--- config.mk ---
export PLATFORM = sky130hd
export DESIGN_NAME = first_fit_block_allocator_core
export DESIGN_NICKNAME = d
export VERILOG_FILES = /design/src/ffba_pkg.sv /design/src/first_fit_block_allocator_core.sv /design/src/ffba_ram.sv /design/src/ffba_ctrl.sv /design/src/ffba_dp.sv
export SDC_FILE = /design/constraint.sdc
export NUM_CORES = 1
export LEC_CHECK = 0
export BUFFER_PORTS_ARGS = -buffer_cell sky130_fd_sc_hd__buf_2
export CAP_MARGIN = 30
export CORE_MARGIN = 2
export CORE_UTILIZATION = 55
export DETAILED_ROUTE_END_ITERATION = 12
export PLACE_DENSITY = 0.76
export SYNTH_ARGS = -nofsm -noshare
export SYNTH_HDL_FRONTEND = slang
export SYNTH_SLANG_ARGS = --single-unit
--- constraint.sdc ---
create_clock -name clk -period 9 [get_ports clk]
set_input_delay 1.35 -clock clk [delete_from_list [all_inputs] [get_ports clk]]
set_output_delay 1.35 -clock clk [all_outputs]
set_load 0.01 [all_outputs]
--- src/ffba_pkg.sv ---
package ffba_pkg;

  localparam int POOL_SLOTS_DEF = 128;
  localparam int SLOT_W         = 8;   // table entry, also scan position
  localparam int SIZE_W         = 8;
  localparam int ADDR_W         = 8;
  localparam int START_W        = 7;
  localparam int S_TDATA_W      = SIZE_W + ADDR_W;
  localparam int M_TDATA_W      = 8;

  localparam logic CMD_REQUEST = 1'b0;
  localparam logic CMD_RELEASE = 1'b1;

  typedef struct packed {
    logic clear_step;     // write entry i with i, advance i
    logic load;           // take in a new item, start the table read
    logic scan_step;      // move the scan to the next position
    logic write_grant;    // mark the run start with the end of the run
    logic write_release;  // give the block start its own index back
    logic commit;         // place the result in the output register
    logic commit_ok;
  } ffba_cmd_t;

  typedef struct packed {
    logic clear_last;
    logic in_release;
    logic in_size_zero;
    logic in_addr_oob;
    logic scan_end;
    logic slot_free;
    logic run_hit;
    logic rel_is_start;
    logic out_busy;
  } ffba_status_t;

endpackage

--- src/first_fit_block_allocator_core.sv ---
// A request visits one table entry per step from slot 0 (free slots singly, blocks by their
//   stored end) until a free run of the requested size is found or the scan runs off the
//   end; a release reads and checks its entry; a zero size or bad address commits directly.
//   Commit waits while the output register holds an untaken result; one item at a time.
// Reset: synchronous rst, then a clearing pass writes each entry's own
//   index into the table; no item is accepted during that pass.
module first_fit_block_allocator_core #(
  parameter int POOL_SLOTS = ffba_pkg::POOL_SLOTS_DEF
) (
  input  logic                           clk,
  input  logic                           rst,
  input  logic                           s_tvalid,
  output logic                           s_tready,
  input  logic [ffba_pkg::S_TDATA_W-1:0] s_tdata,   // [7:0] request_size, [15:8] release_address
  input  logic                           s_tuser,   // command: 0 request, 1 release
  output logic                           m_tvalid,
  input  logic                           m_tready,
  output logic [ffba_pkg::M_TDATA_W-1:0] m_tdata,   // [6:0] block_start, [7] zero
  output logic                           m_tuser    // success
);

  ffba_pkg::ffba_cmd_t    cmd;
  ffba_pkg::ffba_status_t status;

  // The controller sequences clear, scan and release; it takes an item only when idle,
  // while an earlier result may still sit in the output register.
  ffba_ctrl u_ctrl (
    .clk      (clk),
    .rst      (rst),
    .s_tvalid (s_tvalid),
    .s_tready (s_tready),
    .status   (status),
    .cmd      (cmd)
  );

  // The datapath holds the slot table, the scan position, run length and run start,
  // and the output register.
  ffba_dp #(
    .POOL_SLOTS (POOL_SLOTS)
  ) u_dp (
    .clk      (clk),
    .rst      (rst),
    .s_tdata  (s_tdata),
    .s_tuser  (s_tuser),
    .m_tvalid (m_tvalid),
    .m_tready (m_tready),
    .m_tdata  (m_tdata),
    .m_tuser  (m_tuser),
    .cmd      (cmd),
    .status   (status)
  );

  // One item in flight: an accepted item closes the input until its result is placed.
  a_single_item: assert property (@(posedge clk) disable iff (rst)
    (s_tvalid && s_tready) |=> !s_tready)
    else $error("input accepted while an item is still in work");

  // The clearing pass follows reset, so no item is taken right after it.
  a_clear_after_reset: assert property (@(posedge clk)
    rst |=> !s_tready)
    else $error("input ready during the table clearing pass");

  // A failed operation never reports a start slot.
  a_fail_zero_start: assert property (@(posedge clk) disable iff (rst)
    (m_tvalid && !m_tuser) |-> (m_tdata == '0))
    else $error("failed result carries a nonzero block_start");

endmodule

--- src/ffba_ram.sv ---
module ffba_ram #(
  parameter int WIDTH = ffba_pkg::SLOT_W,
  parameter int DEPTH = ffba_pkg::POOL_SLOTS_DEF
) (
  input  logic                     clk,
  input  logic                     we,
  input  logic [$clog2(DEPTH)-1:0] waddr,
  input  logic [WIDTH-1:0]         wdata,
  input  logic [$clog2(DEPTH)-1:0] raddr,
  output logic [WIDTH-1:0]         rdata
);

  logic [WIDTH-1:0] mem [DEPTH];

  always_ff @(posedge clk) begin
    if (we) begin
      mem[waddr] <= wdata;
    end
    rdata <= mem[raddr];
  end

endmodule

--- src/ffba_ctrl.sv ---
module ffba_ctrl (
  input  logic                   clk,
  input  logic                   rst,
  input  logic                   s_tvalid,
  output logic                   s_tready,
  input  ffba_pkg::ffba_status_t status,
  output ffba_pkg::ffba_cmd_t    cmd
);

  localparam logic [2:0] ST_CLEAR = 3'd0;
  localparam logic [2:0] ST_IDLE  = 3'd1;
  localparam logic [2:0] ST_SCAN  = 3'd2;
  localparam logic [2:0] ST_RCHK  = 3'd3;
  localparam logic [2:0] ST_DONE  = 3'd4;

  logic [2:0] state;
  logic [2:0] state_next;
  logic       ok;
  logic       ok_next;

  assign s_tready = (state == ST_IDLE);

  always_comb begin
    state_next = state;
    ok_next    = ok;
    cmd        = '0;
    unique case (state)
      ST_CLEAR: begin
        cmd.clear_step = 1'b1;
        if (status.clear_last) begin
          state_next = ST_IDLE;
        end
      end
      ST_IDLE: begin
        if (s_tvalid) begin
          cmd.load = 1'b1;
          ok_next  = 1'b0;
          if (status.in_release) begin
            state_next = status.in_addr_oob ? ST_DONE : ST_RCHK;
          end else begin
            state_next = status.in_size_zero ? ST_DONE : ST_SCAN;
          end
        end
      end
      ST_SCAN: begin
        if (status.scan_end) begin
          ok_next    = 1'b0;
          state_next = ST_DONE;
        end else if (status.slot_free && status.run_hit) begin
          cmd.write_grant = 1'b1;
          ok_next         = 1'b1;
          state_next      = ST_DONE;
        end else begin
          cmd.scan_step = 1'b1;
        end
      end
      ST_RCHK: begin
        cmd.write_release = status.rel_is_start;
        ok_next           = status.rel_is_start;
        state_next        = ST_DONE;
      end
      ST_DONE: begin
        if (!status.out_busy) begin
          cmd.commit    = 1'b1;
          cmd.commit_ok = ok;
          state_next    = ST_IDLE;
        end
      end
      default: begin
        state_next = ST_CLEAR;
      end
    endcase
  end

  always_ff @(posedge clk) begin
    if (rst) begin
      state <= ST_CLEAR;
      ok    <= 1'b0;
    end else begin
      state <= state_next;
      ok    <= ok_next;
    end
  end

endmodule

--- src/ffba_dp.sv ---
module ffba_dp #(
  parameter int POOL_SLOTS = ffba_pkg::POOL_SLOTS_DEF
) (
  input  logic                             clk,
  input  logic                             rst,
  input  logic [ffba_pkg::S_TDATA_W-1:0]   s_tdata,
  input  logic                             s_tuser,
  output logic                             m_tvalid,
  input  logic                             m_tready,
  output logic [ffba_pkg::M_TDATA_W-1:0]   m_tdata,
  output logic                             m_tuser,
  input  ffba_pkg::ffba_cmd_t              cmd,
  output ffba_pkg::ffba_status_t           status
);

  localparam int IDX_W = $clog2(POOL_SLOTS);
  localparam int CW    = ffba_pkg::SLOT_W;

  logic [CW-1:0]                    pos;       // scan position, also clear counter
  logic [CW-1:0]                    run;
  logic [CW-1:0]                    start;
  logic [ffba_pkg::SIZE_W-1:0]      size_q;
  logic [ffba_pkg::ADDR_W-1:0]      addr_q;
  logic                             rel_q;
  logic                             out_valid;
  logic                             out_success;
  logic [ffba_pkg::START_W-1:0]     out_start;

  logic [ffba_pkg::SIZE_W-1:0]      in_size;
  logic [ffba_pkg::ADDR_W-1:0]      in_addr;
  logic [CW-1:0]                    entry;
  logic [CW-1:0]                    pos_inc;
  logic [CW-1:0]                    run_inc;
  logic [CW-1:0]                    jump;
  logic [CW-1:0]                    pos_next;
  logic                             slot_free;
  logic                             we;
  logic [IDX_W-1:0]                 waddr;
  logic [CW-1:0]                    wdata;
  logic [IDX_W-1:0]                 raddr;

  assign in_size = s_tdata[ffba_pkg::SIZE_W-1:0];
  assign in_addr = s_tdata[ffba_pkg::S_TDATA_W-1:ffba_pkg::SIZE_W];

  assign pos_inc   = pos + CW'(1);
  assign run_inc   = run + CW'(1);
  assign slot_free = (entry == pos);
  // a stored end that does not lie ahead counts as a one-slot step
  assign jump      = (entry > pos) ? entry : pos_inc;
  assign pos_next  = slot_free ? pos_inc : jump;

  always_comb begin
    if (cmd.load) begin
      raddr = (s_tuser == ffba_pkg::CMD_RELEASE) ? in_addr[IDX_W-1:0] : '0;
    end else begin
      raddr = pos_next[IDX_W-1:0];
    end
  end

  always_comb begin
    we    = 1'b0;
    waddr = pos[IDX_W-1:0];
    wdata = pos;
    if (cmd.clear_step) begin
      we = 1'b1;
    end else if (cmd.write_grant) begin
      we    = 1'b1;
      waddr = start[IDX_W-1:0];
      wdata = pos_inc;
    end else if (cmd.write_release) begin
      we    = 1'b1;
      waddr = addr_q[IDX_W-1:0];
      wdata = addr_q;
    end
  end

  ffba_ram #(
    .WIDTH (CW),
    .DEPTH (POOL_SLOTS)
  ) u_table (
    .clk   (clk),
    .we    (we),
    .waddr (waddr),
    .wdata (wdata),
    .raddr (raddr),
    .rdata (entry)
  );

  always_comb begin
    status              = '0;
    status.clear_last   = (pos == CW'(POOL_SLOTS - 1));
    status.in_release   = (s_tuser == ffba_pkg::CMD_RELEASE);
    status.in_size_zero = (in_size == '0);
    status.in_addr_oob  = (in_addr >= ffba_pkg::ADDR_W'(POOL_SLOTS));
    status.scan_end     = (pos >= CW'(POOL_SLOTS));
    status.slot_free    = slot_free;
    status.run_hit      = (run_inc == size_q);
    status.rel_is_start = (entry != addr_q);
    status.out_busy     = out_valid && !m_tready;
  end

  always_ff @(posedge clk) begin
    if (rst) begin
      pos <= '0;
    end else if (cmd.clear_step) begin
      pos <= pos_inc;
    end else if (cmd.load) begin
      pos <= '0;
    end else if (cmd.scan_step) begin
      pos <= pos_next;
    end
  end

  always_ff @(posedge clk) begin
    if (cmd.load) begin
      run    <= '0;
      start  <= '0;
      size_q <= in_size;
      addr_q <= in_addr;
      rel_q  <= s_tuser;
    end else if (cmd.scan_step) begin
      run   <= slot_free ? run_inc : '0;
      start <= slot_free ? start : jump;
    end
  end

  always_ff @(posedge clk) begin
    if (rst) begin
      out_valid <= 1'b0;
    end else if (cmd.commit) begin
      out_valid <= 1'b1;
    end else if (m_tready) begin
      out_valid <= 1'b0;
    end
  end

  always_ff @(posedge clk) begin
    if (cmd.commit) begin
      out_success <= cmd.commit_ok;
      out_start   <= (cmd.commit_ok && (rel_q == ffba_pkg::CMD_REQUEST)) ?
                     start[ffba_pkg::START_W-1:0] : '0;
    end
  end

  assign m_tvalid = out_valid;
  assign m_tuser  = out_success;
  assign m_tdata  = ffba_pkg::M_TDATA_W'(out_start);

endmodule

Word level (Yosys, flattened, before mapping)
Memories as Yosys holds them, arrays and structs flattened. A register that Yosys moved wholly into a read port is not among the register bits. Index checks and enable logic that the tools add are counted.

Memories kept: 1. Register bits after elaboration: 53. Memory bits (writable): 1024. ROM bits: 0. Output and inout port bits: 11. Latch bits: 0.

Memories: u_dp.u_table.mem (depth 128, width 8, read ports 1, clocked after memory_dff 1, wr ports 1, RTL line ffba_ram.sv:13) `logic [WIDTH-1:0] mem [DEPTH];`.

Bitwise operators: 2. Shifts and indexed selects: 0. Div/mod/pow operators: 0. Add/sub/neg operators: 2. Reduce and logical (&&, ||, !) cells: 12. Eq/ne operators: 12. Order comparisons: 3. Mux-type cells: 44. Multipliers: 0.

Operator list (count): $mux W8 (9); $mux W7 (5); $mux W3 (8); $add A8 B1 Y8 const B (2); $eq A8 B8 Y1 (2); $ge A8 B8 Y1 const B (2); $mux W1 (16); $pmux W3 S5 (1); $eq A8 B7 Y1 const B (1); $gt A8 B8 Y1 (1); $logic_not A8 Y1 (1); $mux W2 (4); $ne A8 B8 Y1 (1); $eq A3 B2 Y1 const B (2); $ne A2 B2 Y1 const B (3); $reduce_bool A3 Y1 (2); $reduce_and A4 Y1 (1); $eq A3 B1 Y1 const B (1); $eq A3 B3 Y1 const B (1); $logic_and A1 B1 Y1 (3); $logic_not A3 Y1 (1); $ne A3 B2 Y1 const B (1); $pmux W1 S3 (1); $reduce_and A3 Y1 (1); other kinds (4) (5).

Logic depth before layout (Yosys ltp)
Depth in word-level cells: 10. Gate-level depth with buffers: 18. Mapped depth without buffers: 13.

Hierarchy
A second synthesis with hierarchy kept.

Cell total of the unflattened synthesis: 2050. Area total of the unflattened synthesis: 43289.0 um^2.

Modules (own cells, without submodules): ffba_ram (area each 39665.5 um^2, instances 1, seq. area each 30909.6 um^2, cells each 1635); ffba_dp (area each 3280.6 um^2, instances 1, seq. area each 1231.2 um^2, cells each 371); ffba_ctrl (area each 342.8 um^2, instances 1, seq. area each 80.1 um^2, cells each 44).

Worst setup path after synthesis
No wires, ideal clock.

Path type: register to register. Start point: reg u_dp.pos[6]. End point: mem u_dp.u_table.mem[0][7] (netlist name) (data pin). Library setup time: 1.266 ns. Arrival: 7.451 ns. Setup slack: 0.283 ns. Cell stages (with the launch flop): 12. Path through: dfxtp_1 -> inv_1 -> ha_1 -> nand4_2 -> or2_1 -> nor3_1 -> nand4_1 -> nor4_1 -> nand2_1 -> inv_1 -> nor2_1 -> a221oi_1.

Cells in the longest elaborated chain, start to end: 7. Elaborated cells on any way between the ends: 9. Those cells by class: add/sub: 1; order compare: 1; eq/ne: 1; mux: 5; reduce/logical: 1.

Ends and longest elaborated chain: from (decl) (RTL line ffba_dp.sv:19) `logic [CW-1:0] pos;`; from (signal assigned) (RTL line ffba_dp.sv:106) `pos <= pos_inc;`; from (signal assigned) (RTL line ffba_dp.sv:110) `pos <= pos_next;`; branches (longest 5 deep; another with $ge A8 B8 Y1); $mux W8 (*) (RTL line ffba_dp.sv:66) `end else if (cmd.write_grant) begin`; $mux W8 (*) (RTL line ffba_dp.sv:64) `if (cmd.clear_step) begin`; net u_dp.u_table.wdata[7] (RTL line ffba_ram.sv:8) `input logic [WIDTH-1:0] wdata,`; to (decl) (RTL line ffba_ram.sv:13).

Mark *: on every way through the listed nets, which the timed path passes.

Final worst setup path
Start point: reg u_dp.pos[6]. End point: reg u_dp.u_table.rdata[4], read port of u_dp.u_table.mem.

Cells in the longest elaborated chain, start to end: 4. Elaborated cells on any way between the ends: 6. Those cells by class: add/sub: 1; order compare: 1; eq/ne: 1; mux: 3.

Ends and longest elaborated chain: $add A8 B1 Y8 or $gt A8 B8 Y1 (tied branches) (RTL line ffba_dp.sv:45, ffba_dp.sv:49); $mux W8 (RTL line ffba_dp.sv:49) `assign jump = (entry > pos) ? entry : pos_inc;`; $mux W8 (*) (RTL line ffba_dp.sv:50) `assign pos_next = slot_free ? pos_inc : jump;`; $mux W7 (*) (RTL line ffba_dp.sv:53) `if (cmd.load) begin`; to (decl) (RTL line ffba_ram.sv:10) `output logic [WIDTH-1:0] rdata`.

Mark *: on every way between the ends. The rest lies on a longest branch, timed or not. A chain may end at the register's enable or synchronous reset.

==> impl_metrics.py <==
metrics = {
    "clock_network": {
        "cts_tree": "yes",
        "cts.clk_slew.worst_paths_ps": 60,
        "cts_made_buffers": 107,
        "cts_resized": 0,
        "cts_root_buf": "clkbuf_16",
        "clkSinkCount": 1085,
        "post_cts_buffers": 0,
        "h-tree-depth": 3,
        "ctsLongestPathBuffers": 3,
        "hold_buffers": 0,
        "clk_latency_ps": 690,
    },
    "final_layout": {
        "layout_common_cells": "edfxtp_1, nand2_1, nand3_1",
        "final_common_cell": "edfxtp_1",
        "multi_input_area_um2": 11270,
        "syn_to_final_growth_pct": 9.908,
        "nets": 3388,
        "drive_above_1_share_pct": 7.433,
        "seq_area_um2": 32220,
        "n_fill_cell": 5953,
    },
    "worst_setup_path": {
        "critical_path.endpoint_type": "flip-flop",
        "reg2reg_from": "u_dp.pos[6]$_SDFFE_PP0P_",
        "r2r_slack_ps": 3320,
        "rr_endpoint": "u_dp.u_table.rdata[4]$_DFF_P_",
        "cp-startpoint": "u_dp.pos[6]$_SDFFE_PP0P_",
        "required_ps": 9590,
        "start_kind": "flip-flop",
        "timing_worst_setup_path_type": "flip-flop to flip-flop",
        "rr_worst_depth": 15,
        "cp.arrival_ps": 6270,
        "path_max_fanout": 47,
    },
    "worst_hold_path": {
        "min_path_type": "flip-flop to flip-flop",
        "hold_end": "u_ctrl.ok$_SDFFE_PP0P_",
        "holdPathStages": 2,
        "hp-start": "u_ctrl.ok$_SDFFE_PP0P_",
    },
    "drt": {
        "drt-total-wl_um": 115000,
        "drc": 0,
        "routedWlPerCell_um": 25.52,
        "drtIter0Drc": 4163,
        "drt-pass1-iter-count": 7,
        "num_vias": 28681,
        "ant_nets": 0,
        "via_per_inst": 6.366,
    },
    "sta": {
        "tns_ps": 0,
        "setup_viol": 0,
        "fmax_mhz": 176.1,
        "hold_viol_final": 0,
        "relSlewSlack_pct": 15.60,
        "drv_slew": 0,
        "fin_worst_skew_ps": 43.97,
        "fin_crit_sh_pct": 63.09,
        "tightest_slew_ps": 1266,
        "finalCriticalPeriod_ps": 5678,
        "grt_setup_unrepaired": "false",
    },
    "placed_design": {
        "gp_congestion": 0.9575,
        "place_hpwl_um": 68890,
        "io_buffers": 30,
    },
    "synth": {
        "synthCells": 3360,
        "synth_sequential_area_ratio_pct": 72.67,
        "ys_async_sr_fraction_pct": 0,
        "yosys_warnings": 0,
        "synth.distinct_cells": 72,
        "yosys_most_used_dff": "edfxtp_1",
        "syn_area_um2": 44340,
        "avgSynthCellArea_um2": 13.20,
        "synth-edff-count": 1049,
        "ys_seq_elements": 1085,
        "syn_nets": 3392,
    },
    "power_and_ir_drop": {
        "p_total_mw": 18.04,
        "power_per_cell_area_nw_per_um2": 370.2,
        "irDropWorstVdd_mv": 0.5931,
        "power.leakage_nw": 16.68,
    },
    "floorplanning": {
        "placementRows": 104,
        "start_util_pct": 55.31,
        "core_um2": 80160,
        "die_width_um": 287.9,
        "ios": 32,
        "die_y_um": 287.9,
        "die-area_um2": 82900,
    },
    "grt": {
        "grt_usage_pct": 27.55,
        "antenna_found_initial": 1,
        "grt_max_degree": 175,
        "grt_pass1_wl_um": 171000,
        "overflow": 0,
        "grt_pass1_vias": 27090,
    },
    "run": {
        "maxCapViolCount": 0,
    },
    "status": {
        "outcome": "finished clean",
    },
}
## cells by family after synthesis
kind of cell,share of synthesized area (%)
AO/OA/AOI/OAI,6.163
XOR/XNOR,0.5531
other,0.008458
flip-flops,72.67
AND/OR/NAND/NOR,14.09
multiplexers,3.976
buffers and inverters,2.232
adder cells (fa/ha/maj),0.3104
## flip-flops by register name, summed over array words and instances, names as in the netlist, 7 cells and up
name / cells
u_dp.addr_q: 8
u_dp.out_start: 7
u_dp.pos: 8
u_dp.run: 8
u_dp.size_q: 8
u_dp.start: 7
u_dp.u_table.mem: 1024
u_dp.u_table.rdata: 8
## report_power, final
| group | total, mW | switching [mW] | internal, mW |
|---|---|---|---|
| clock network | 4.22 | 1.86 | 2.36 |
| registers | 5.63 | 0.0650 | 5.56 |
| logic | 8.19 | 5.77 | 2.41 |
| total | 18.0 | 7.70 | 10.3 |
## worst max-delay path: stages (launching register included)
cell	delay, ps
dfxtp_1	390
inv_1	110
ha_1	320
nand4_2	160
nor2_2	390
a211o_1	340
a21oi_1	180
o31ai_4	180
buf_4	570
nand2_1	700
buf_4	450
o221ai_1	520
a21oi_1	190
nor4_1	310
a21boi_0	380
nor4_2	380
## worst max-delay path by stage
| stage | to | slack [ps] | depth (start not counted) |
|---|---|---|---|
| after floorplan | u_dp.u_table.mem[0][7]$_DFFE_PP_ | 280 | 11 |
| after global placement | u_dp.u_table.rdata[1]$_DFF_P_ | 2990 | 13 |
| after detailed placement | u_dp.u_table.rdata[7]$_DFF_P_ | 3000 | 13 |
| after CTS | u_dp.u_table.mem[9][3]$_DFFE_PP_ | 3440 | 15 |
| after global routing | u_dp.u_table.rdata[4]$_DFF_P_ | 3080 | 13 |
| final | u_dp.u_table.rdata[4]$_DFF_P_ | 3320 | 15 |
## layout make-up
| type | count | share of cell area (%) |
|---|---|---|
| repair buffers | 77 | 1.176 |
| flip-flops and latches | 1085 | 66.12 |
| clock buffers | 137 | 5.726 |
| inverters | 13 | 0.1001 |
| well taps | 1060 | 2.722 |
| multi-input cells | 2072 | 23.13 |
| diodes | 1 | 0.005135 |
| clock inverters | 60 | 1.027 |
## routing by layer
layer / global-route usage, % / routed length (um) / vias up
met5: 0 / 0 / -
met4: 10.95 / 4782 / 0
li1: - / - / 12504
met3: 6.498 / 13250 / 301
met1: 38.58 / 44450 / 14045
met2: 42.01 / 52490 / 1831
## stage by stage
step	setup slack, ps	hold slack [ps]	utilization, %	area (um2)	std cells
after global routing	3082	509.2	60.79	48730	4504
final	3322	481.0	60.80	48730	4505
after detailed placement	3004	469.6	56.68	45430	4306
after CTS	3442	479.2	60.78	48720	4503
after floorplan	282.7	437.6	-	44340	3360
after global placement	2992	463.4	56.66	45420	4305
## cell usage after synthesis (all sizes together) (10+ instances only)
cell type,n,area share [%]
ha,11,0.31
a31oi,85,1.2
nand2,760,6.4
o22ai,45,0.63
o221ai,30,0.59
inv,13,0.11
and2,10,0.14
o31ai,16,0.28
dfxtp,36,1.6
nand3,298,3.4
nor3,26,0.29
and3,82,1.2
buf,128,1.6
nor2,195,1.7
or4,10,0.17
clkbuf,62,0.52
xor2,11,0.22
o211ai,10,0.17
mux2i,175,4.0
xnor2,17,0.34
o22a,13,0.26
o21ai,52,0.60
edfxtp,1049,71
a21oi,117,1.3
nor4,21,0.40
o21a,13,0.22
No activity file was read; power rests on OpenSTA's default activity.
